==> config.mk <==
export PLATFORM = sky130hd
export DESIGN_NAME = ipv4_dotted_quad_parser
export DESIGN_NICKNAME = d
export VERILOG_FILES = /design/src/rtl/ipv4dq_pkg.sv /design/src/rtl/ipv4_dotted_quad_parser.sv /design/src/rtl/ipv4dq_in_reg.sv /design/src/rtl/ipv4dq_core.sv /design/src/rtl/ipv4dq_out_reg.sv
export SDC_FILE = /design/constraint.sdc
export NUM_CORES = 1
export LEC_CHECK = 0
export ABC_AREA = 1
export BUFFER_PORTS_ARGS = -buffer_cell sky130_fd_sc_hd__buf_4
export CORE_MARGIN = 8
export CORE_UTILIZATION = 50
export DETAILED_ROUTE_END_ITERATION = 16
export HOLD_SLACK_MARGIN = 0.05
export PLACE_DENSITY = 0.77
export REMOVE_ABC_BUFFERS = 1
export SETUP_SLACK_MARGIN = 0.2
export SLEW_MARGIN = 20
export SYNTH_ARGS = -nofsm -noshare
export SYNTH_HDL_FRONTEND = slang
export SYNTH_SLANG_ARGS = --single-unit
==> constraint.sdc <==
create_clock -name clk -period 4.7 [get_ports clk]
set_input_delay 0.47 -clock clk [delete_from_list [all_inputs] [get_ports clk]]
set_output_delay 0.47 -clock clk [all_outputs]
set_load 0.05 [all_outputs]
==> src/rtl/ipv4dq_pkg.sv <==
// Shared types for the IPv4 dotted-quad parser: request, response and parse phase.
package ipv4dq_pkg;

  // One character of the address text.
  typedef struct packed {
    logic [7:0] char_code;
    logic       is_last;
  } ipv4dq_req_t;

  // One verdict per string.
  typedef struct packed {
    logic        valid_res;
    logic [31:0] address;
  } ipv4dq_rsp_t;

  typedef enum logic [6:0] {
    PH_LEAD  = 7'b0000001,
    PH_ANY_N = 7'b0000010,
    PH_ANY_Y = 7'b0000100,
    PH_OCTET = 7'b0001000,
    PH_DOT   = 7'b0010000,
    PH_TRAIL = 7'b0100000,
    PH_FAIL  = 7'b1000000
  } ipv4dq_phase_t;

endpackage

==> src/rtl/ipv4_dotted_quad_parser.sv <==
// Top level of the IPv4 dotted-quad text parser.
//
// Request channel (req_valid/req_ready/req): one character of address text per
// request, with is_last set on the final character of a string. Response
// channel (rsp_valid/rsp_ready/rsp): one verdict per string, valid_res plus the
// 32-bit address, first octet in the top byte; address reads 0 when invalid
// and for the keyword "any". Leading and trailing spaces and tabs are ignored.
//
// Path: a last character is accepted into the input register; one pass of the
// parse logic then writes its verdict into the result register, which drives
// rsp. Throughput: one character per cycle, except while a last character waits
// in the input register for the result register to free.
//
// Reset clears both registers' valid flags and returns the parser to the
// leading-blank phase. When the receiver stalls, characters that do not end
// a string keep flowing; a last character waits in the input register until
// the result register frees, and req_ready drops only then.
module ipv4_dotted_quad_parser import ipv4dq_pkg::*; (
  input  logic        clk,
  input  logic        rst,
  input  logic        req_valid,
  output logic        req_ready,
  input  ipv4dq_req_t req,
  output logic        rsp_valid,
  input  logic        rsp_ready,
  output ipv4dq_rsp_t rsp
);

  logic        q_valid;
  ipv4dq_req_t q;
  logic        take;
  logic        push;
  logic        out_free;
  ipv4dq_rsp_t result;

  // Hold the incoming character.
  ipv4dq_in_reg u_in_reg (
    .clk       (clk),
    .rst       (rst),
    .req_valid (req_valid),
    .req_ready (req_ready),
    .req       (req),
    .take      (take),
    .q_valid   (q_valid),
    .q         (q)
  );

  // Advance the parse state; form the verdict on the last character.
  ipv4dq_core u_core (
    .clk      (clk),
    .rst      (rst),
    .q_valid  (q_valid),
    .q        (q),
    .out_free (out_free),
    .take     (take),
    .push     (push),
    .result   (result)
  );

  // Hold the verdict for the receiver.
  ipv4dq_out_reg u_out_reg (
    .clk       (clk),
    .rst       (rst),
    .push      (push),
    .result    (result),
    .out_free  (out_free),
    .rsp_valid (rsp_valid),
    .rsp_ready (rsp_ready),
    .rsp       (rsp)
  );

  // A verdict is only written into a free result register.
  assert property (@(posedge clk) disable iff (rst)
    push |-> (!rsp_valid || rsp_ready))
    else $error("verdict written over an unread result");

  // Taking a last character raises rsp_valid on the next cycle.
  assert property (@(posedge clk) disable iff (rst)
    push |=> rsp_valid)
    else $error("verdict lost after last character");

  // An empty input register always accepts a request.
  assert property (@(posedge clk) disable iff (rst)
    !q_valid |-> req_ready)
    else $error("empty input register refused a request");

  // A rejected string reports a zero address.
  assert property (@(posedge clk) disable iff (rst)
    (push && !result.valid_res) |=> (rsp.address == '0))
    else $error("invalid verdict carries a nonzero address");

endmodule

==> src/rtl/ipv4dq_in_reg.sv <==
// Input register: holds one request until the parse core takes it.
module ipv4dq_in_reg import ipv4dq_pkg::*; (
  input  logic        clk,
  input  logic        rst,
  input  logic        req_valid,
  output logic        req_ready,
  input  ipv4dq_req_t req,
  input  logic        take,
  output logic        q_valid,
  output ipv4dq_req_t q
);

  // Accept while empty or while the held request moves on this cycle.
  assign req_ready = !q_valid || take;

  always_ff @(posedge clk) begin
    if (rst) begin
      q_valid <= 1'b0;
    end else if (req_ready) begin
      q_valid <= req_valid;
    end
  end

  always_ff @(posedge clk) begin
    if (req_valid && req_ready) begin
      q <= req;
    end
  end

endmodule

==> src/rtl/ipv4dq_core.sv <==
// Parse core: per-character state update and verdict on the last character.
module ipv4dq_core import ipv4dq_pkg::*; (
  input  logic        clk,
  input  logic        rst,
  input  logic        q_valid,
  input  ipv4dq_req_t q,
  input  logic        out_free,
  output logic        take,
  output logic        push,
  output ipv4dq_rsp_t result
);

  localparam logic [7:0]  CH_SPACE   = 8'h20;
  localparam logic [7:0]  CH_TAB     = 8'h09;
  localparam logic [7:0]  CH_DOT     = 8'h2E;
  localparam logic [7:0]  CH_ZERO    = 8'h30;
  localparam logic [7:0]  CH_NINE    = 8'h39;
  localparam logic [7:0]  CH_UPPER_A = 8'h41;
  localparam logic [7:0]  CH_UPPER_Z = 8'h5A;
  localparam logic [7:0]  CASE_BIT   = 8'h20;
  localparam logic [7:0]  CH_LOW_A   = 8'h61;
  localparam logic [7:0]  CH_LOW_N   = 8'h6E;
  localparam logic [7:0]  CH_LOW_Y   = 8'h79;
  localparam logic [11:0] OCTET_MAX  = 12'd255;
  localparam logic [1:0]  LAST_OCTET = 2'd3;
  localparam logic [1:0]  MAX_DIGITS = 2'd3;

  ipv4dq_phase_t phase, phase_next;
  logic [1:0]    octet_index, octet_index_next;
  logic [1:0]    digit_count, digit_count_next;
  logic [7:0]    octet_value, octet_value_next;
  logic [23:0]   address_high, address_high_next;
  logic          content_complete, content_complete_next;

  logic [7:0]  c;
  logic [7:0]  c_low;
  logic        c_blank;
  logic        c_digit;
  logic [11:0] acc;
  logic        ok;

  assign c       = q.char_code;
  assign c_blank = (c == CH_SPACE) || (c == CH_TAB);
  assign c_digit = (c >= CH_ZERO) && (c <= CH_NINE);
  assign c_low   = ((c >= CH_UPPER_A) && (c <= CH_UPPER_Z)) ? (c | CASE_BIT) : c;
  // value * 10 + digit, as shifts and adds
  assign acc = {1'b0, octet_value, 3'b000} + {3'b000, octet_value, 1'b0}
             + {8'b0, c[3:0]};

  // A last character needs room in the result register; others pass freely.
  assign take = q_valid && (!q.is_last || out_free);
  assign push = take && q.is_last;

  always_comb begin
    phase_next            = phase;
    octet_index_next      = octet_index;
    digit_count_next      = digit_count;
    octet_value_next      = octet_value;
    address_high_next     = address_high;
    content_complete_next = content_complete;
    case (phase)
      PH_LEAD: begin
        if (c_blank) begin
          phase_next = PH_LEAD;
        end else if (c_low == CH_LOW_A) begin
          phase_next = PH_ANY_N;
        end else if (c_digit) begin
          phase_next            = PH_OCTET;
          octet_value_next      = {4'b0, c[3:0]};
          digit_count_next      = 2'd1;
          content_complete_next = (octet_index == LAST_OCTET);
        end else begin
          phase_next            = PH_FAIL;
          content_complete_next = 1'b0;
        end
      end
      PH_ANY_N: begin
        if (c_low == CH_LOW_N) begin
          phase_next = PH_ANY_Y;
        end else begin
          phase_next            = PH_FAIL;
          content_complete_next = 1'b0;
        end
      end
      PH_ANY_Y: begin
        if (c_low == CH_LOW_Y) begin
          phase_next            = PH_TRAIL;
          address_high_next     = '0;
          octet_value_next      = '0;
          content_complete_next = 1'b1;
        end else begin
          phase_next            = PH_FAIL;
          content_complete_next = 1'b0;
        end
      end
      PH_OCTET: begin
        if (c_digit) begin
          if ((digit_count >= MAX_DIGITS) || (acc > OCTET_MAX)) begin
            phase_next            = PH_FAIL;
            content_complete_next = 1'b0;
          end else begin
            octet_value_next = acc[7:0];
            digit_count_next = digit_count + 2'd1;
          end
        end else if ((c == CH_DOT) && (octet_index != LAST_OCTET)) begin
          address_high_next     = {address_high[15:0], octet_value};
          octet_index_next      = octet_index + 2'd1;
          octet_value_next      = '0;
          digit_count_next      = '0;
          content_complete_next = 1'b0;
          phase_next            = PH_DOT;
        end else if (c_blank && (octet_index == LAST_OCTET)) begin
          phase_next = PH_TRAIL;
        end else begin
          phase_next            = PH_FAIL;
          content_complete_next = 1'b0;
        end
      end
      PH_DOT: begin
        if (c_digit) begin
          phase_next            = PH_OCTET;
          octet_value_next      = {4'b0, c[3:0]};
          digit_count_next      = 2'd1;
          content_complete_next = (octet_index == LAST_OCTET);
        end else begin
          phase_next            = PH_FAIL;
          content_complete_next = 1'b0;
        end
      end
      PH_TRAIL: begin
        if (!c_blank) begin
          phase_next            = PH_FAIL;
          content_complete_next = 1'b0;
        end
      end
      default: begin
        phase_next            = PH_FAIL;
        content_complete_next = 1'b0;
      end
    endcase
  end

  assign ok               = content_complete_next && (phase_next != PH_FAIL);
  assign result.valid_res = ok;
  assign result.address   = ok ? {address_high_next, octet_value_next} : '0;

  // Advance on every taken character; drop back to the start after the last one.
  always_ff @(posedge clk) begin
    if (rst || push) begin
      phase            <= PH_LEAD;
      octet_index      <= '0;
      digit_count      <= '0;
      octet_value      <= '0;
      address_high     <= '0;
      content_complete <= 1'b0;
    end else if (take) begin
      phase            <= phase_next;
      octet_index      <= octet_index_next;
      digit_count      <= digit_count_next;
      octet_value      <= octet_value_next;
      address_high     <= address_high_next;
      content_complete <= content_complete_next;
    end
  end

endmodule

==> src/rtl/ipv4dq_out_reg.sv <==
// Result register: holds one verdict until the receiver takes it.
module ipv4dq_out_reg import ipv4dq_pkg::*; (
  input  logic        clk,
  input  logic        rst,
  input  logic        push,
  input  ipv4dq_rsp_t result,
  output logic        out_free,
  output logic        rsp_valid,
  input  logic        rsp_ready,
  output ipv4dq_rsp_t rsp
);

  assign out_free = !rsp_valid || rsp_ready;

  always_ff @(posedge clk) begin
    if (rst) begin
      rsp_valid <= 1'b0;
    end else if (push) begin
      rsp_valid <= 1'b1;
    end else if (rsp_ready) begin
      rsp_valid <= 1'b0;
    end
  end

  always_ff @(posedge clk) begin
    if (push) begin
      rsp <= result;
    end
  end

endmodule

=== Yosys cells after proc, flatten, opt, wreduce, memory -nomap -nowiden ===
Cells that the tools add are included.

* Add/subtract/negate cells: 4
* $lt $le $gt $ge: 6
* Eq/ne operators: 19
* Multiplexer cells: 44
* Bitwise operators: 1
* Reductions and logical operators: 21

{| class="wikitable"
|+ Operators with widths
! kind !! number
|-
| $mux W24 || 3
|-
| $mux W7 || 10
|-
| $mux W8 || 7
|-
| $pmux W24 S2 || 1
|-
| $pmux W7 S6 || 1
|-
| $pmux W8 S4 || 1
|-
| $eq A8 B7 Y1 const B || 3
|-
| $eq A8 B6 Y1 const B || 2
|-
| $add A11 B9 Y12 || 1
|-
| $add A12 B4 Y12 || 1
|-
| $gt A12 B8 Y1 const B || 1
|-
| $mux W1 || 12
|-
| $mux W2 || 6
|-
| $eq A8 B4 Y1 const B || 1
|-
| $ge A8 B6 Y1 const B || 1
|-
| $ge A8 B7 Y1 const B || 1
|-
| $le A8 B6 Y1 const B || 1
|-
| $le A8 B7 Y1 const B || 1
|-
| $logic_and A1 B1 Y1 || 8
|-
| $eq A7 B1 Y1 const B || 1
|-
| $eq A7 B2 Y1 const B || 1
|-
| $eq A7 B3 Y1 const B || 1
|-
| $eq A7 B4 Y1 const B || 1
|-
| $eq A7 B5 Y1 const B || 1
|-
| other kinds (18) || 28
|}

* Bits in registers: 88
* Bits of input ports: 13
* Output and inout bits: 35
* Logic and storage cells: 107

=== Depth between registers and ports, before layout ===
Gate-level depths: netlist (run 1).

* Depth in word-level cells: 9
* Depth in mapped cells: 20
* Gate-level depth less buffers: 19

=== Hierarchy ===
A second synthesis (run 1) with hierarchy kept.

* Cell total of the unflattened synthesis: 645
* Area, all modules: 5144.9 um^2

{| class="wikitable"
|+ Modules (own cells, without submodules)
! module !! instances !! cells an instance !! area an instance (um^2) !! seq. area each (um^2)
|-
| ipv4dq_core || 1 || 592 || 3793.6 || 880.8
|-
| ipv4dq_out_reg || 1 || 38 || 1033.5 || 1011.0
|-
| ipv4dq_in_reg || 1 || 15 || 317.8 || 290.3
|}

=== Least setup slack after synthesis (run 1) ===
No wires, ideal clock.

* Path type: register to register
* Start: register u_in_reg.q[4] (netlist name)
* End: register u_out_reg.rsp[11] (netlist name)
* Library setup time: 0.252 ns
* Arrival: 2.705 ns
* Required time: 4.448 ns
* Slack: 1.743 ns
* Cell stages (with the launch flop): 20
* Path buffers: 1
* Period minus slack after synthesis: 2.957 ns
* Cell sequence: edfxtp_1 -> inv_2 -> fa_1 -> inv_1 -> fa_1 -> nand2_1 -> nand2_1 -> nand3_2 -> nand3_1 -> nand2_4 -> nor2_4 -> nand2_4 -> nand2_4 -> nand2_4 -> nand4_4 -> nand2_4 -> nand2_8 -> inv_8 -> buf_12 -> nor2_4

* Word-level cells in the longest chain between the ends: 9
* Elaborated cells on any way between the ends: 47
* Classes of those cells: add/sub (1); order compare (5); eq/ne (7); mux (27); reduce/logical (7)

{| class="wikitable"
|+ RTL lines
! what !! line !! source
|-
| parallel branches: the longest is 8 deep, another holds $add A12 B4 Y12 || n/a ||
|-
| $logic_and A1 B1 Y1 * || ipv4dq_core.sv:143 || <nowiki>assign ok = content_complete_next && (phase_next != PH_FAIL);</nowiki>
|-
| named net u_core.ok || ipv4dq_core.sv:40 || <nowiki>logic ok;</nowiki>
|}

Mark *: on every way through the listed nets, which the timed path passes.
A chain may end at the register's enable or synchronous reset.

=== Worst setup path after layout (run 1) ===
* Start: register u_in_reg.q[4] (netlist name)
* End: register u_out_reg.rsp[0] (netlist name)

* Word-level cells in the longest chain between the ends: 9
* Elaborated cells on any way between the ends: 51
* Classes of those cells: add/sub (1); order compare (5); eq/ne (7); mux (31); reduce/logical (7)

{| class="wikitable"
|+ RTL lines
! what !! line
|-
| parallel branches: the longest is 8 deep, another holds $add A12 B4 Y12 || n/a
|-
| $logic_and A1 B1 Y1 * || ipv4dq_core.sv:143
|-
| named net u_core.ok || ipv4dq_core.sv:40
|}

Marks and branches as above.

==> run summary, run 1 <==
The run finished with clean final reports. The switching fraction of total power was 0.301. The maximum resistive drop on vdd came out at 244 uV. The routed wire length per instance came out at 14.6 um.

At the worst endpoint, the required time is 4820 ps. The worst hold path class was in2reg. After synthesis, the largest family of logic cells by area is simple AND/OR/NAND/NOR gates. The finished layout holds 877 standard cells, fillers aside. Setup violations remaining at the end of the flow were counted as 0.

The overall global routing resource usage came out at 0.180. The cell area reported after detailed placement came out at 0.00588 mm2. The class of the most critical setup path is reg2reg. Arithmetic-cell share of the synthesized area counting full adders, half adders and majority gates: 0.0463. After synthesis the netlist holds a flip-flop and latch count of 88. The synthesized netlist contains 49 unique library cells. The count of nets left with antenna violations once routing finished came out at 0. The compound-gate portion of the synthesized area works out to 0.128. CTS root buffer: sky130_fd_sc_hd__clkbuf_8.

The number of global-route vias before repair is 4634. The number of vias per cell was 5.25. The critical path goes through inv_2 -> fa_1 -> inv_1 -> fa_1 -> nand2_1 -> nand2_1 -> nand3_2 -> nand3_1 -> nand2_2 -> nor2_4 -> nand2_4 -> nand2_4 -> nand2_4 -> nand4_4 -> nand2_4 -> nand2_8 -> inv_8 -> nor2_1. The clock passes through at most 2 buffers. In this run the critical register-to-register path is captured at u_out_reg.rsp[0]. From synthesis to final layout, the design area changed by 11.9%. After global routing the overflow that remains totals 0. TritonCTS built the clock tree. Counting flops with a built-in enable in the synthesized netlist gives 42. 48 I/O pins were placed. The die is 120 um tall.

The first detailed-routing pass ran for 5 iterations. Clock skew on the completed layout was measured at 19.1 ps. The number of placed instances, taps included, is 861.

The kind of start point of the critical path was a register. From left edge to right edge, the die measures 120 um. Post-synthesis cell area: 0.00545 mm2. The layout net count was 764. For the worst-skew pair, the clock arrives at the later sink with an insertion delay of 370 ps. The maximum level of the CTS H-tree is 3, and the die outline area is 0.0145 mm2. The analysis attributes to cell leakage a power of 0.00272 uW.

The area share of the largest cell type after synthesis works out to 0.231. The tools report the total of fill cells in the finished design as 1014. In this run, the number of DRC markers left after iteration 0 of detailed routing was 326. The number of antenna violations at the first check in global routing was 0. For this design the ratio of total power to cell area is 290 mW/mm2. The run gives 9330 um as the total half-perimeter wirelength after legalization and detailed placement.

For this block, the via count after detailed routing is 4600. Synthesis produced 693 cells. The initialized floorplan defines 38 standard-cell rows. After layout, the worst setup slack is 1370 ps.

The multiplexer fraction of the synthesized cell area is 0, and the count of cells along the worst hold path is 2. The combined buffer and inverter count along the critical path was 3; the shortest clock period the worst path allows after layout was 3330 ps. Of all nets on the critical path, the largest fanout is 25. The most critical setup path has its endpoint at u_out_reg.rsp[0]. Startpoint of the worst-slack reg-to-reg timing path: u_in_reg.q[4].

The share of synthesized cell area in and, or, nand and nor gates came out at 0.290. The number of logic stages on the critical path including buffering is 18. The post-route clock period utilization works out to 0.708. The tree built by TritonCTS fans out to 88 sinks. The ratio of cells with drive above 1 in the final layout is 0.205. By area the synthesized netlist is led by sky130_fd_sc_hd__edfxtp_1 23%, sky130_fd_sc_hd__dfxtp_1 17%, sky130_fd_sc_hd__inv_1 9.6%. The run gives 0.337 as the proportion of power drawn by the clock network. Internal power comes to 1240 uW. Among cell families on the critical path, the largest total delay comes from simple AND/OR/NAND/NOR gates. The count of input and output buffers came out at 47. For the routability-driven placement congestion ratio, the log shows 0.906.

For the sequential group share of total power, the log shows 0.486. STA classifies the critical path endpoint as a register. The pin count of the biggest net entering global routing came out at 65. At the placement stage, the worst setup path has a slack of 1360 ps.

Post-CTS repair changed the size of 0 cells. The number of antenna diodes in the final layout is 0. Mean instance size in the synthesized netlist: 7.87 um2. The initial cell density of the core is 0.508.

Worst slew margin relative to its limit: 0.576. The share of synthesized area occupied by flip-flops and latches is 0.400, and the detailed-route DRC error count is 0. In the layout the commonest cells are 139 x sky130_fd_sc_hd__inv_1, 104 x sky130_fd_sc_hd__nand2_1, 50 x sky130_fd_sc_hd__buf_4.

The run gives 9 as the CTS buffer count. The xor and xnor area share after synthesis was 0.00642. Setup repair after global routing left no endpoint under its margin. The Yosys step of the flow raised 0 warnings. Slack of the worst reg-to-reg path: 1370 ps. The delay contributed by the slowest stage of the critical path works out to 530 ps.

Of all cell types, the one taking the most synthesized area is sky130_fd_sc_hd__edfxtp_1. The tools report the number of violations of the max-capacitance limit as 0. Among all flip-flop cells after synthesis, the most frequent one is sky130_fd_sc_hd__dfxtp_1. The number of cells traversed by the worst register-to-register path is 18.

Once the clock tree was built, the setup fixing pass inserted 0 buffers. Timing would allow up to 301 MHz. Cell at the slowest stage of the critical path: sky130_fd_sc_hd__fa_1.

Most common cell after layout, fill and taps aside: sky130_fd_sc_hd__inv_1. The number of hold violations in the final report came out at 0. Number of max-slew violations in the final report: 0. The most repeated library cell on the critical path is sky130_fd_sc_hd__nand2_4.

The share of flip-flops with an asynchronous set or reset was 0; the register clock-pin slew on the reported worst setup and hold paths was 100 ps. The area of all placed cells without fillers was 0.00610 mm2; the worst-margin pin slew was 635 ps. The final worst hold slack came out at 263 ps.

Summed over all layers, the routed wires come to 12800 um. Adding up every negative setup slack in the final design gives 0 ps. In this run the power spent charging and discharging nets is 533 uW.

The floorplan step defined a core boundary enclosing 0.0107 mm2. The launch point of the critical path was u_in_reg.q[4]. At the worst endpoint, the arrival time is 3440 ps. Combinational cell fraction of total power: 0.177. For this design, the CTS-stage hold fixing added 0 buffers. The first global-routing pass estimated 21400 um of wire.
==> power by group through the flow <==
stage / clock network [uW] / logic, uW / registers (uW)
5_1_grt: 638 / 349 / 864
3_3_place_gp: 0 / 304 / 876
3_5_place_dp: 0 / 311 / 878
4_1_cts: 612 / 313 / 860
2_1_floorplan: 0 / 196 / 907
6_report: 596 / 314 / 861
==> cell families after synthesis <==
kind of cell | Yosys count
and+or+nand+nor | 282
buffers and inverters | 173
AOI/OAI and AO/OA | 127
DFF | 88
adders and majority gates | 19
xor gates and xnor gates | 4
==> synth_stat cells (2+ instances only) <==
| library cell | count |
|---|---|
| sky130_fd_sc_hd__clkbuf_1 | 14 |
| sky130_fd_sc_hd__nor3_1 | 8 |
| sky130_fd_sc_hd__nand2_4 | 5 |
| sky130_fd_sc_hd__a21oi_2 | 2 |
| sky130_fd_sc_hd__nand3_1 | 39 |
| sky130_fd_sc_hd__nand3b_1 | 3 |
| sky130_fd_sc_hd__o211ai_1 | 2 |
| sky130_fd_sc_hd__nand2_2 | 16 |
| sky130_fd_sc_hd__nand2_1 | 105 |
| sky130_fd_sc_hd__nand3_2 | 6 |
| sky130_fd_sc_hd__edfxtp_1 | 42 |
| sky130_fd_sc_hd__o22ai_1 | 24 |
| sky130_fd_sc_hd__inv_2 | 10 |
| sky130_fd_sc_hd__buf_2 | 3 |
| sky130_fd_sc_hd__ha_1 | 17 |
| sky130_fd_sc_hd__a21oi_1 | 44 |
| sky130_fd_sc_hd__buf_12 | 2 |
| sky130_fd_sc_hd__o21ai_1 | 12 |
| sky130_fd_sc_hd__or2_1 | 2 |
| sky130_fd_sc_hd__nor4_1 | 2 |
| sky130_fd_sc_hd__inv_1 | 139 |
| sky130_fd_sc_hd__dfxtp_1 | 46 |
| sky130_fd_sc_hd__nand4_1 | 9 |
| sky130_fd_sc_hd__nor2_4 | 25 |
| sky130_fd_sc_hd__fa_1 | 2 |
| sky130_fd_sc_hd__o21ai_0 | 38 |
| sky130_fd_sc_hd__and2_1 | 2 |
| sky130_fd_sc_hd__buf_4 | 2 |
| sky130_fd_sc_hd__nor2_1 | 41 |
| sky130_fd_sc_hd__nor2_2 | 9 |
| sky130_fd_sc_hd__xor2_1 | 3 |
| sky130_fd_sc_hd__nor3_2 | 2 |
==> worst reg2reg max path, stage by stage (launching register included) <==
cell                       delay [ps]
sky130_fd_sc_hd__edfxtp_1         440
sky130_fd_sc_hd__inv_2            110
sky130_fd_sc_hd__fa_1             540
sky130_fd_sc_hd__inv_1             70
sky130_fd_sc_hd__fa_1             470
sky130_fd_sc_hd__nand2_1           90
sky130_fd_sc_hd__nand2_1          100
sky130_fd_sc_hd__nand3_2          120
sky130_fd_sc_hd__nand3_1          100
sky130_fd_sc_hd__nand2_2          110
sky130_fd_sc_hd__nor2_4            40
sky130_fd_sc_hd__nand2_4          110
sky130_fd_sc_hd__nand2_4           70
sky130_fd_sc_hd__nand2_4           80
sky130_fd_sc_hd__nand4_4           70
sky130_fd_sc_hd__nand2_4          100
sky130_fd_sc_hd__nand2_8           90
sky130_fd_sc_hd__inv_8            280
sky130_fd_sc_hd__nor2_1           100
==> cell type report <==
type                            instances  area (um2)  share of cell area
Clock buffer                            9         124              0.0203
Tap cell                              140         175              0.0287
Multi-Input combinational cell        432        2570               0.422
Inverter                              151         574              0.0941
Clock inverter                          7         100              0.0164
Sequential cell                        88        2180               0.357
Timing Repair Buffer                   50         375              0.0615
==> per-stage QoR <==
| step | total power [uW] | util |
|---|---|---|
| floorplan | 1100 | - |
| CTS | 1790 | 0.568 |
| detailed placement | 1190 | 0.547 |
| finish | 1770 | 0.568 |
| global route | 1850 | 0.568 |
| global placement | 1180 | 0.547 |
==> sequential cells by signal (all words and copies together), names as in the netlist, 2 cells and up <==
| name | flops |
|---|---|
| u_core.phase | 7 |
| u_out_reg.rsp | 33 |
| u_core.octet_index | 2 |
| u_core.address_high | 24 |
| u_core.octet_value | 8 |
| u_in_reg.q | 9 |
| u_core.digit_count | 2 |
==> per-layer routing <==
| metal | wire length [um] | GRT usage |
|---|---|---|
| met1 | 5520 | 0.209 |
| met2 | 6180 | 0.311 |
| met3 | 755 | 0.0420 |
| met5 | 0 | 0 |
| met4 | 313 | 0.0773 |
==> worst min-delay path by stage <==
stage	start	to
2_1_floorplan	u_core.octet_index[0]	u_core.octet_index[0]
3_3_place_gp	u_core.octet_index[0]	u_core.octet_index[0]
3_5_place_dp	u_core.octet_index[0]	u_core.octet_index[0]
4_1_cts	rst	u_in_reg.q_valid
5_1_grt	rst	u_in_reg.q_valid
6_report	rst	u_in_reg.q_valid
(Power assumes the default switching activity.)
==> inputs of run 2 (changes only) <==
==> constraint.sdc (replaced) <==
create_clock -name clk -period 3.2 [get_ports clk]
set_input_delay 0.32 -clock clk [delete_from_list [all_inputs] [get_ports clk]]
set_output_delay 0.32 -clock clk [all_outputs]
set_load 0.05 [all_outputs]
==> run 2 against run 1 <==
  * Wire length grew 4.5%
  * Total power grew 54%
  * Sequential power grew 46%
  * Design area grew 6.3%
  * Fmax grew 13%
  * Largest cell class unchanged
  * Clock power grew 60%
==> run summary, run 2 (same netlist as run 1, synthesis figures left out) <==
On the worst path, the slowest cell contributes a delay of 560 ps. The tools report the total of fill cells in the finished design as 939. The number of violations of the max-capacitance limit was 0; the ratio of cells with drive above 1 in the final layout was 0.265. Among the stages of the critical path, the cell type that occurs most often is sky130_fd_sc_hd__nand2_4. The tools report the startpoint of the worst-slack reg-to-reg timing path as u_core.octet_value[2].

The longest clock path from root to sink contains 2 buffers. The logs give 9 for the CTS buffer count and 5 for the count of TritonRoute iterations in the first routing pass. The tools report the kind of start point of the critical path as a register.

The number of hold violations in the final report is 0, and the required time reported for the critical path endpoint is 3340 ps. TritonCTS built the clock tree. Clock skew on the completed layout was measured at 12.2 ps. The die outline area was 0.0145 mm2; the arrival time of data at the critical path endpoint was 3080 ps. For the cell area reported after detailed placement, the log shows 0.00602 mm2.

Detailed placement ended at an HPWL of 9470 um. The most common cell after layout, fill and taps aside is sky130_fd_sc_hd__inv_1. The run gives 4721 as the total via count after detailed routing. For the clock sink count, the log shows 88.

The worst-margin pin slew is 613 ps. In the final routed layout, each cell accounts on average for 14.7 um. Entering global routing, the biggest net connects 64 pins. In this run the worst setup path begins at u_core.octet_value[2]. The layout net count was 794. The CTS root buffer was sky130_fd_sc_hd__clkbuf_8. Summing all flip-flop and latch instances after layout gives 0.00219 mm2. The total power density per cell area was 420 mW/mm2; the violation count after the first detailed-route iteration was 375. The finished cells cover 0.00649 mm2. Setup slack on the worst reg-to-reg path comes out at 260 ps. The routed design has 13300 um of wire. The worst hold path belongs to the class in2reg. After detailed routing, the number of remaining DRC violations is 0. The tools report the total congestion overflow after global routing as 0. The register with the most flip-flops in the layout has 33 of them.

The initial cell density of the core is 0.508. Final hold analysis gives a worst-case slack of 108 ps. The H-tree generated during clock tree synthesis spans 3 levels. The number of max-slew violations in the final report came out at 0. Setup repair after global routing could not meet its margin everywhere.

The critical path goes through inv_4 -> fa_1 -> inv_2 -> fa_2 -> nand2_2 -> nand2_4 -> nand3_4 -> nand3_4 -> nand2_4 -> nor2_4 -> nand2_4 -> nand2_4 -> nand2_4 -> nand4_4 -> nand2_4 -> nand2_8 -> inv_12 -> buf_12 -> nor2_4. Post-route clock period utilization: 0.920. The register with the most flip-flops in the final layout is u_out_reg.rsp. VDD sags by at most 401 uV. Static timing analysis puts the maximum clock frequency at 340 MHz.

The worst slew margin relative to its limit was 0.591. The run finished with clean final reports. Area of the core: 0.0107 mm2. In the routed layout, each cell is associated on average with a via count of 5.21. The number of global-route vias before repair is 4512, and the post-cts hold buffer count is 0. After clock tree synthesis, the clock-pin slew on the worst setup and hold paths is 100 ps. The critical path endpoint category was a register. Measured in cells, the most critical reg-to-reg path has a length of 19. In the final layout, the multi-input gates occupy 0.00268 mm2. The die is 120 um tall. The wire length of the first global-routing pass came out at 21800 um.

The growth of design area from synthesis to finish was 19.0%; the number of placed I/O pins was 48. Of all nets on the critical path, the largest fanout is 8. The tools report the clock latency at the later pin of the worst-skew pair as 370 ps. End point of the critical path: u_out_reg.rsp[12]. Among all stages on the critical path, the largest delay is contributed by sky130_fd_sc_hd__fa_1.

The tools report the leakage power as 0.00291 uW. The largest registers in the layout are u_out_reg.rsp x33, u_core.address_high x24, u_in_reg.q x9. The count of input and output buffers came out at 47. The shortest clock period the worst path allows after layout works out to 2940 ps.

Routability-driven placement finished with a final weighted congestion of 0.886. The tools report the endpoint of the lowest-slack register-to-register path as u_out_reg.rsp[12]. The run gives 0.186 as the overall global routing resource usage.

The number of antenna diodes in the final layout is 0. The logs give 0 for the remaining antenna violation count after routing and 0 for the setup-violating endpoint count in the final report. The class of the most critical setup path was reg2reg. Measured along the x axis, the die boundary spans 120 um. Number of antenna violations at the first check in global routing: 0.

Power comes to 2720 uW. The total number of placement rows is 38. In the layout the commonest cells are 137 x sky130_fd_sc_hd__inv_1, 96 x sky130_fd_sc_hd__nand2_1, 74 x sky130_fd_sc_hd__buf_4.
[run 2: cell count changes in the layout (fill, tap and decap cells not counted), moves of 2 or more]
| cell | change |
|---|---|
| sky130_fd_sc_hd__nor2_2 | +2 |
| sky130_fd_sc_hd__dfxtp_1 | -2 |
| sky130_fd_sc_hd__nand2_2 | +6 |
| sky130_fd_sc_hd__nand3_4 | +3 |
| sky130_fd_sc_hd__nor2_1 | -2 |
| sky130_fd_sc_hd__nand2_4 | +3 |
| sky130_fd_sc_hd__nand2_1 | -8 |
| sky130_fd_sc_hd__buf_4 | +24 |
| sky130_fd_sc_hd__inv_1 | -2 |
| sky130_fd_sc_hd__nand3_1 | -4 |
| sky130_fd_sc_hd__buf_6 | +2 |
[run 2: power by group]
part	total (uW)	switching, uW	leakage [uW]	internal (uW)
clock network	955	428	0.000124	527
logic	508	343	0.00205	165
registers	1260	30.9	0.000740	1230
total	2720	802	0.00291	1920
[run 2: final cells by class]
class                   instances  area share
repair inverters                1     0.00135
clock buffers                   9      0.0191
well taps                     140      0.0270
repair buffers                 78      0.0945
inverters                     151      0.0896
multi-input cells             433       0.412
flip-flops and latches         88       0.337
clock inverters                 7      0.0193
[run 2: how the worst min path moves through the flow]
stage / from / endpoint / slack [ps] / depth (start not counted)
finish: rst / u_in_reg.q_valid / 110 / 2
CTS: rst / u_in_reg.q_valid / 100 / 2
detailed placement: rst / u_in_reg.q_valid / 490 / 2
global placement: rst / u_in_reg.q_valid / 490 / 2
global route: rst / u_in_reg.q_valid / 100 / 2
floorplan: rst / u_in_reg.q_valid / 390 / 1
[run 2: critical path, delay by kind of cell (launching register included)]
kind          cells  cell delay, ps
flops             1             390
buf+inv           4             340
fa+ha+maj         2             960
simple gates     13            1020
[run 2: per-layer routing]
metal  vias up  GRT usage  share of wire
met4         0     0.0554          0.013
met1      2187      0.231           0.43
met3        17     0.0410          0.061
met2       145      0.317           0.50
li1       2372          -              -
met5         -          0              0
[run 2: through the flow]
stage                     instances   util  setup TNS (ps)  worst slack (ps)
after floorplan                 671      -          -11820              -378
after global placement          878  0.560               0               119
after detailed placement        878  0.560               0             0.799
after CTS                       899  0.589               0               226
after global routing            907  0.604               0               109
final                           907  0.604               0               257
[run 2: timing repair]
action                                  CTS  global route
buffers inserted                          4             7
endpoints found under the setup margin   30            37
gates resized for setup                   8            28
hold endpoints to repair                  0             0
pin swaps                                 2            17
gates cloned                              1             1
==> inputs of run 3 (changes only) <==
--- a/config.mk
+++ b/config.mk
@@ -17,4 +17,5 @@
 export SLEW_MARGIN = 20
 export SYNTH_ARGS = -nofsm -noshare
 export SYNTH_HDL_FRONTEND = slang
+export SYNTH_HIERARCHICAL = 1
 export SYNTH_SLANG_ARGS = --single-unit
==> run 3 against run 2 <==
  * Combinational power fell by 8.5%
  * Area after synthesis shrank 5.7%
  * Setup slack improved by 12 ps
  * Core utilization is 0.67 points lower
  * Fmax increased by 0.41%
  * Sequential share of layout area grew 2.3 points
  * Flip-flop and latch count stayed put
  * Clock power is 21% lower
  * First-iteration DRC count is 39% lower
  * Global-route usage decreased by 2.0 points
  * Register-to-register slack hardly changed
  * Sequential power barely moved
  * Critical path type unchanged
  * Critical endpoint is now u_out_reg/rsp[26]
==> run summary, run 3 <==
The flow ran to the end, and the final reports show no timing, DRC or antenna violations. The most frequently used cell type in the post-synthesis netlist was sky130_fd_sc_hd__inv_1. For the setup TNS after final layout, the log shows 0 ps. IR analysis of the VDD net gives a maximum drop of 237 uV. The setup-violating endpoint count in the final report was 0; the number of hold violations in the final report was 0.

The count of input and output buffers was 47. The overall die height is 117 um. Sorting the synthesized cells by area gives the leading types as sky130_fd_sc_hd__edfxtp_1 25%, sky130_fd_sc_hd__dfxtp_1 18%, sky130_fd_sc_hd__inv_1 11%. Routability-driven placement finished with a final weighted congestion of 0.919. The tools report the kind of start point of the critical path as a register. At the worst endpoint, the required time is 3340 ps. The arrival time of data at the critical path endpoint was 3070 ps. Leaving out fill and tap cells, the most frequent cells in the layout are 144 x sky130_fd_sc_hd__inv_1, 77 x sky130_fd_sc_hd__nand2_1, 66 x sky130_fd_sc_hd__buf_4.

The count of nets left with antenna violations once routing finished came out at 0. After floorplanning, the core was divided into 37 placement rows. Clock-pin slew was measured on the worst setup and hold paths at 100 ps. The total power is 2480 uW. After synthesis, the most frequently instantiated cells are 145 x sky130_fd_sc_hd__inv_1, 80 x sky130_fd_sc_hd__nand2_1, 46 x sky130_fd_sc_hd__dfxtp_1, 46 x sky130_fd_sc_hd__nor2_1, 45 x sky130_fd_sc_hd__a21oi_1. The prevailing post-synth register cell is sky130_fd_sc_hd__dfxtp_1. The share of synthesized area occupied by flip-flops and latches is 0.424, and the maximum achievable frequency is 341 MHz. The routed layout has 4324 vias. The netlist uses 40 different library cells. The worst-margin pin slew is 530 ps, and the pin count of the biggest net entering global routing is 60. The final worst hold slack came out at 124 ps. TritonCTS built the clock tree.

Total of flip-flops plus latches after synthesis: 88. The largest registers in the layout are u_out_reg/rsp x33, u_core/address_high x24, u_in_reg/q x9. The register with the most flip-flops in the final layout is u_out_reg/rsp. In this run the cell area of the synthesized design comes to 0.00514 mm2.

Dividing total power by cell area gives a power density of 410 mW/mm2. For this block, the routed nets add up to 11700 um of wire. For this run, the post-layout net count is 737. The library cell used most frequently in the layout, excluding fill and tap cells, is sky130_fd_sc_hd__inv_1. The routed wire length per instance works out to 13.8 um. The first global-routing pass estimated 19100 um of wire. For flop-to-flop paths, the worst setup slack is 270 ps.

In this run the count of I/O pins placed on the die edge is 48. The HPWL after detailed placement is 8410 um. STA classifies the critical path endpoint as a register. The number of violations of the max-capacitance limit came out at 0.

The number of antenna cells inserted came out at 0. The maximum buffer depth of the clock tree came out at 2. Summed over all instances, the cell type with the most area after synthesis is sky130_fd_sc_hd__edfxtp_1. The setup path with the least slack is of type reg2reg.

The clock net in this run drives a total of 88 sinks. The startpoint of the worst-slack reg-to-reg timing path was u_in_reg/q[4]. The worst hold path class is in2reg. The tools report the number of max-slew violations in the final report as 0. The post-cts hold buffer count was 0; the ratio of cells with drive above 1 in the final layout was 0.239. The launch point of the critical path is u_in_reg/q[4]. Setup repair after global routing could not meet its margin everywhere. Post-route clock period utilization: 0.916.

The run gives 229 as the violation count after the first detailed-route iteration. The horizontal die dimension came out at 117 um. The core region is 0.0101 mm2.

The mean instance size in the synthesized netlist works out to 7.98 um2. The cell count after synthesis came out at 645. Flip-flop count of the largest register after layout: 33. After layout, the minimum clock period comes to 2930 ps. In this run the static leakage power is 0.00285 uW. TritonCTS created 9 clock buffers. The die covers 0.0138 mm2. The share of flip-flops with an asynchronous set or reset was 0; the total congestion overflow after global routing was 0. The overall global routing resource usage is 0.166, and the number of enable-type register cells in the synthesized netlist is 42. Number of warnings issued by yosys: 6. Along the worst path, the maximum fanout reaches 7. The growth of design area from synthesis to finish was 17.7%. The run gives 0 as the detailed-route DRC error count.

The number of global-route vias before repair is 4053. Number of antenna violations at the first check in global routing: 0. The start point of the worst min-delay path is rst.

The logs give 0.647 for the worst slew margin relative to its limit and 370 ps for the clock latency at the later pin of the worst-skew pair. The area share of the largest cell type after synthesis came out at 0.245. The count of TritonRoute iterations in the first routing pass is 6. The initial cell density of the core was 0.507.

Clock tree synthesis selected as its root buffer the cell sky130_fd_sc_hd__clkbuf_8. After detailed routing, the number of vias per cell comes to 5.11. The total of fill cells in the finished design is 876. The clock tree synthesis step divided the H-tree into 3 levels. For the final database, setup skew stands at 14.2 ps.
[run 3: cell types whose count changed after synthesis, sizes merged, moves of 4 or more]
cell	delta
nor2	-6
nand4	+5
nor3	-8
inv	+6
o21ai	-4
nand3	-10
nand2	-30
[run 3: worst paths after layout]
kind | to | cells past startpoint
max | u_out_reg/rsp[26] | 20
min reg2reg | u_core/octet_index[0] | 2
min | u_out_reg/rsp_valid | 2
max reg2reg | u_out_reg/rsp[26] | 20
[run 3: cells by family after synthesis]
kind of cell               count (synthesis)  share of synthesized area
and+or+nand+nor                          229                      0.246
DFF                                       88                      0.424
adders and majority gates                 19                     0.0491
buffers and inverters                    179                      0.140
AOI/OAI and AO/OA                        127                      0.136
xor gates and xnor gates                   3                    0.00511
[run 3: final cells by class]
class | instances | area [um2] | area share
clock inverter | 7 | 75.1 | 0.0124
sequential | 88 | 2180 | 0.360
clock buffer | 9 | 124 | 0.0205
tap | 136 | 170 | 0.0281
multi-input combinational | 378 | 2310 | 0.382
timing repair buffer | 70 | 588 | 0.0971
inverter | 158 | 606 | 0.100
[run 3: layer usage]
layer,GRT usage,vias to the layer above,part of all wire
met2,0.280,125,0.49
met3,0.0393,12,0.050
met5,0,-,0
li1,-,2189,-
met1,0.205,1998,0.45
met4,0.0487,0,0.012
[run 3: through the flow]
step	worst slack, ps	util	std cells	instance area (um2)
CTS	203	0.584	838	5920
global placement	151	0.560	820	5680
floorplan	-1460	-	624	5020
detailed placement	69.1	0.560	820	5680
finish	269	0.597	846	6060
global route	109	0.597	846	6060
[run 3: repair_timing]
action,in CTS,in global routing
cloned,1,1
pin swaps,1,9
setup endpoints to repair,29,30
gates resized for setup,3,18
buffers inserted,1,7
[run 3: worst max-delay path, stage by stage, from the launching register on]
cell and delay, ps:
sky130_fd_sc_hd__edfxtp_1 430, sky130_fd_sc_hd__fa_1 570, sky130_fd_sc_hd__inv_1 60, sky130_fd_sc_hd__fa_2 350, sky130_fd_sc_hd__inv_2 60, sky130_fd_sc_hd__nand2_2 40
sky130_fd_sc_hd__nand2_2 80, sky130_fd_sc_hd__nand3_2 100, sky130_fd_sc_hd__nand2_2 80, sky130_fd_sc_hd__nand2_2 60, sky130_fd_sc_hd__nand2_4 90, sky130_fd_sc_hd__nor2_8 50
sky130_fd_sc_hd__nand2_4 100, sky130_fd_sc_hd__nand2_4 60, sky130_fd_sc_hd__nand2_2 70, sky130_fd_sc_hd__nand2_2 60, sky130_fd_sc_hd__nand2_4 100, sky130_fd_sc_hd__nand2_8 70
sky130_fd_sc_hd__clkinv_8 80, sky130_fd_sc_hd__clkbuf_16 170, sky130_fd_sc_hd__nor2_4 40
[run 3: report_power, final]
part / internal [uW] / total (uW) / switching, uW
Combinational: 160 / 465 / 305
Sequential: 1230 / 1260 / 31.9
Clock: 307 / 758 / 451
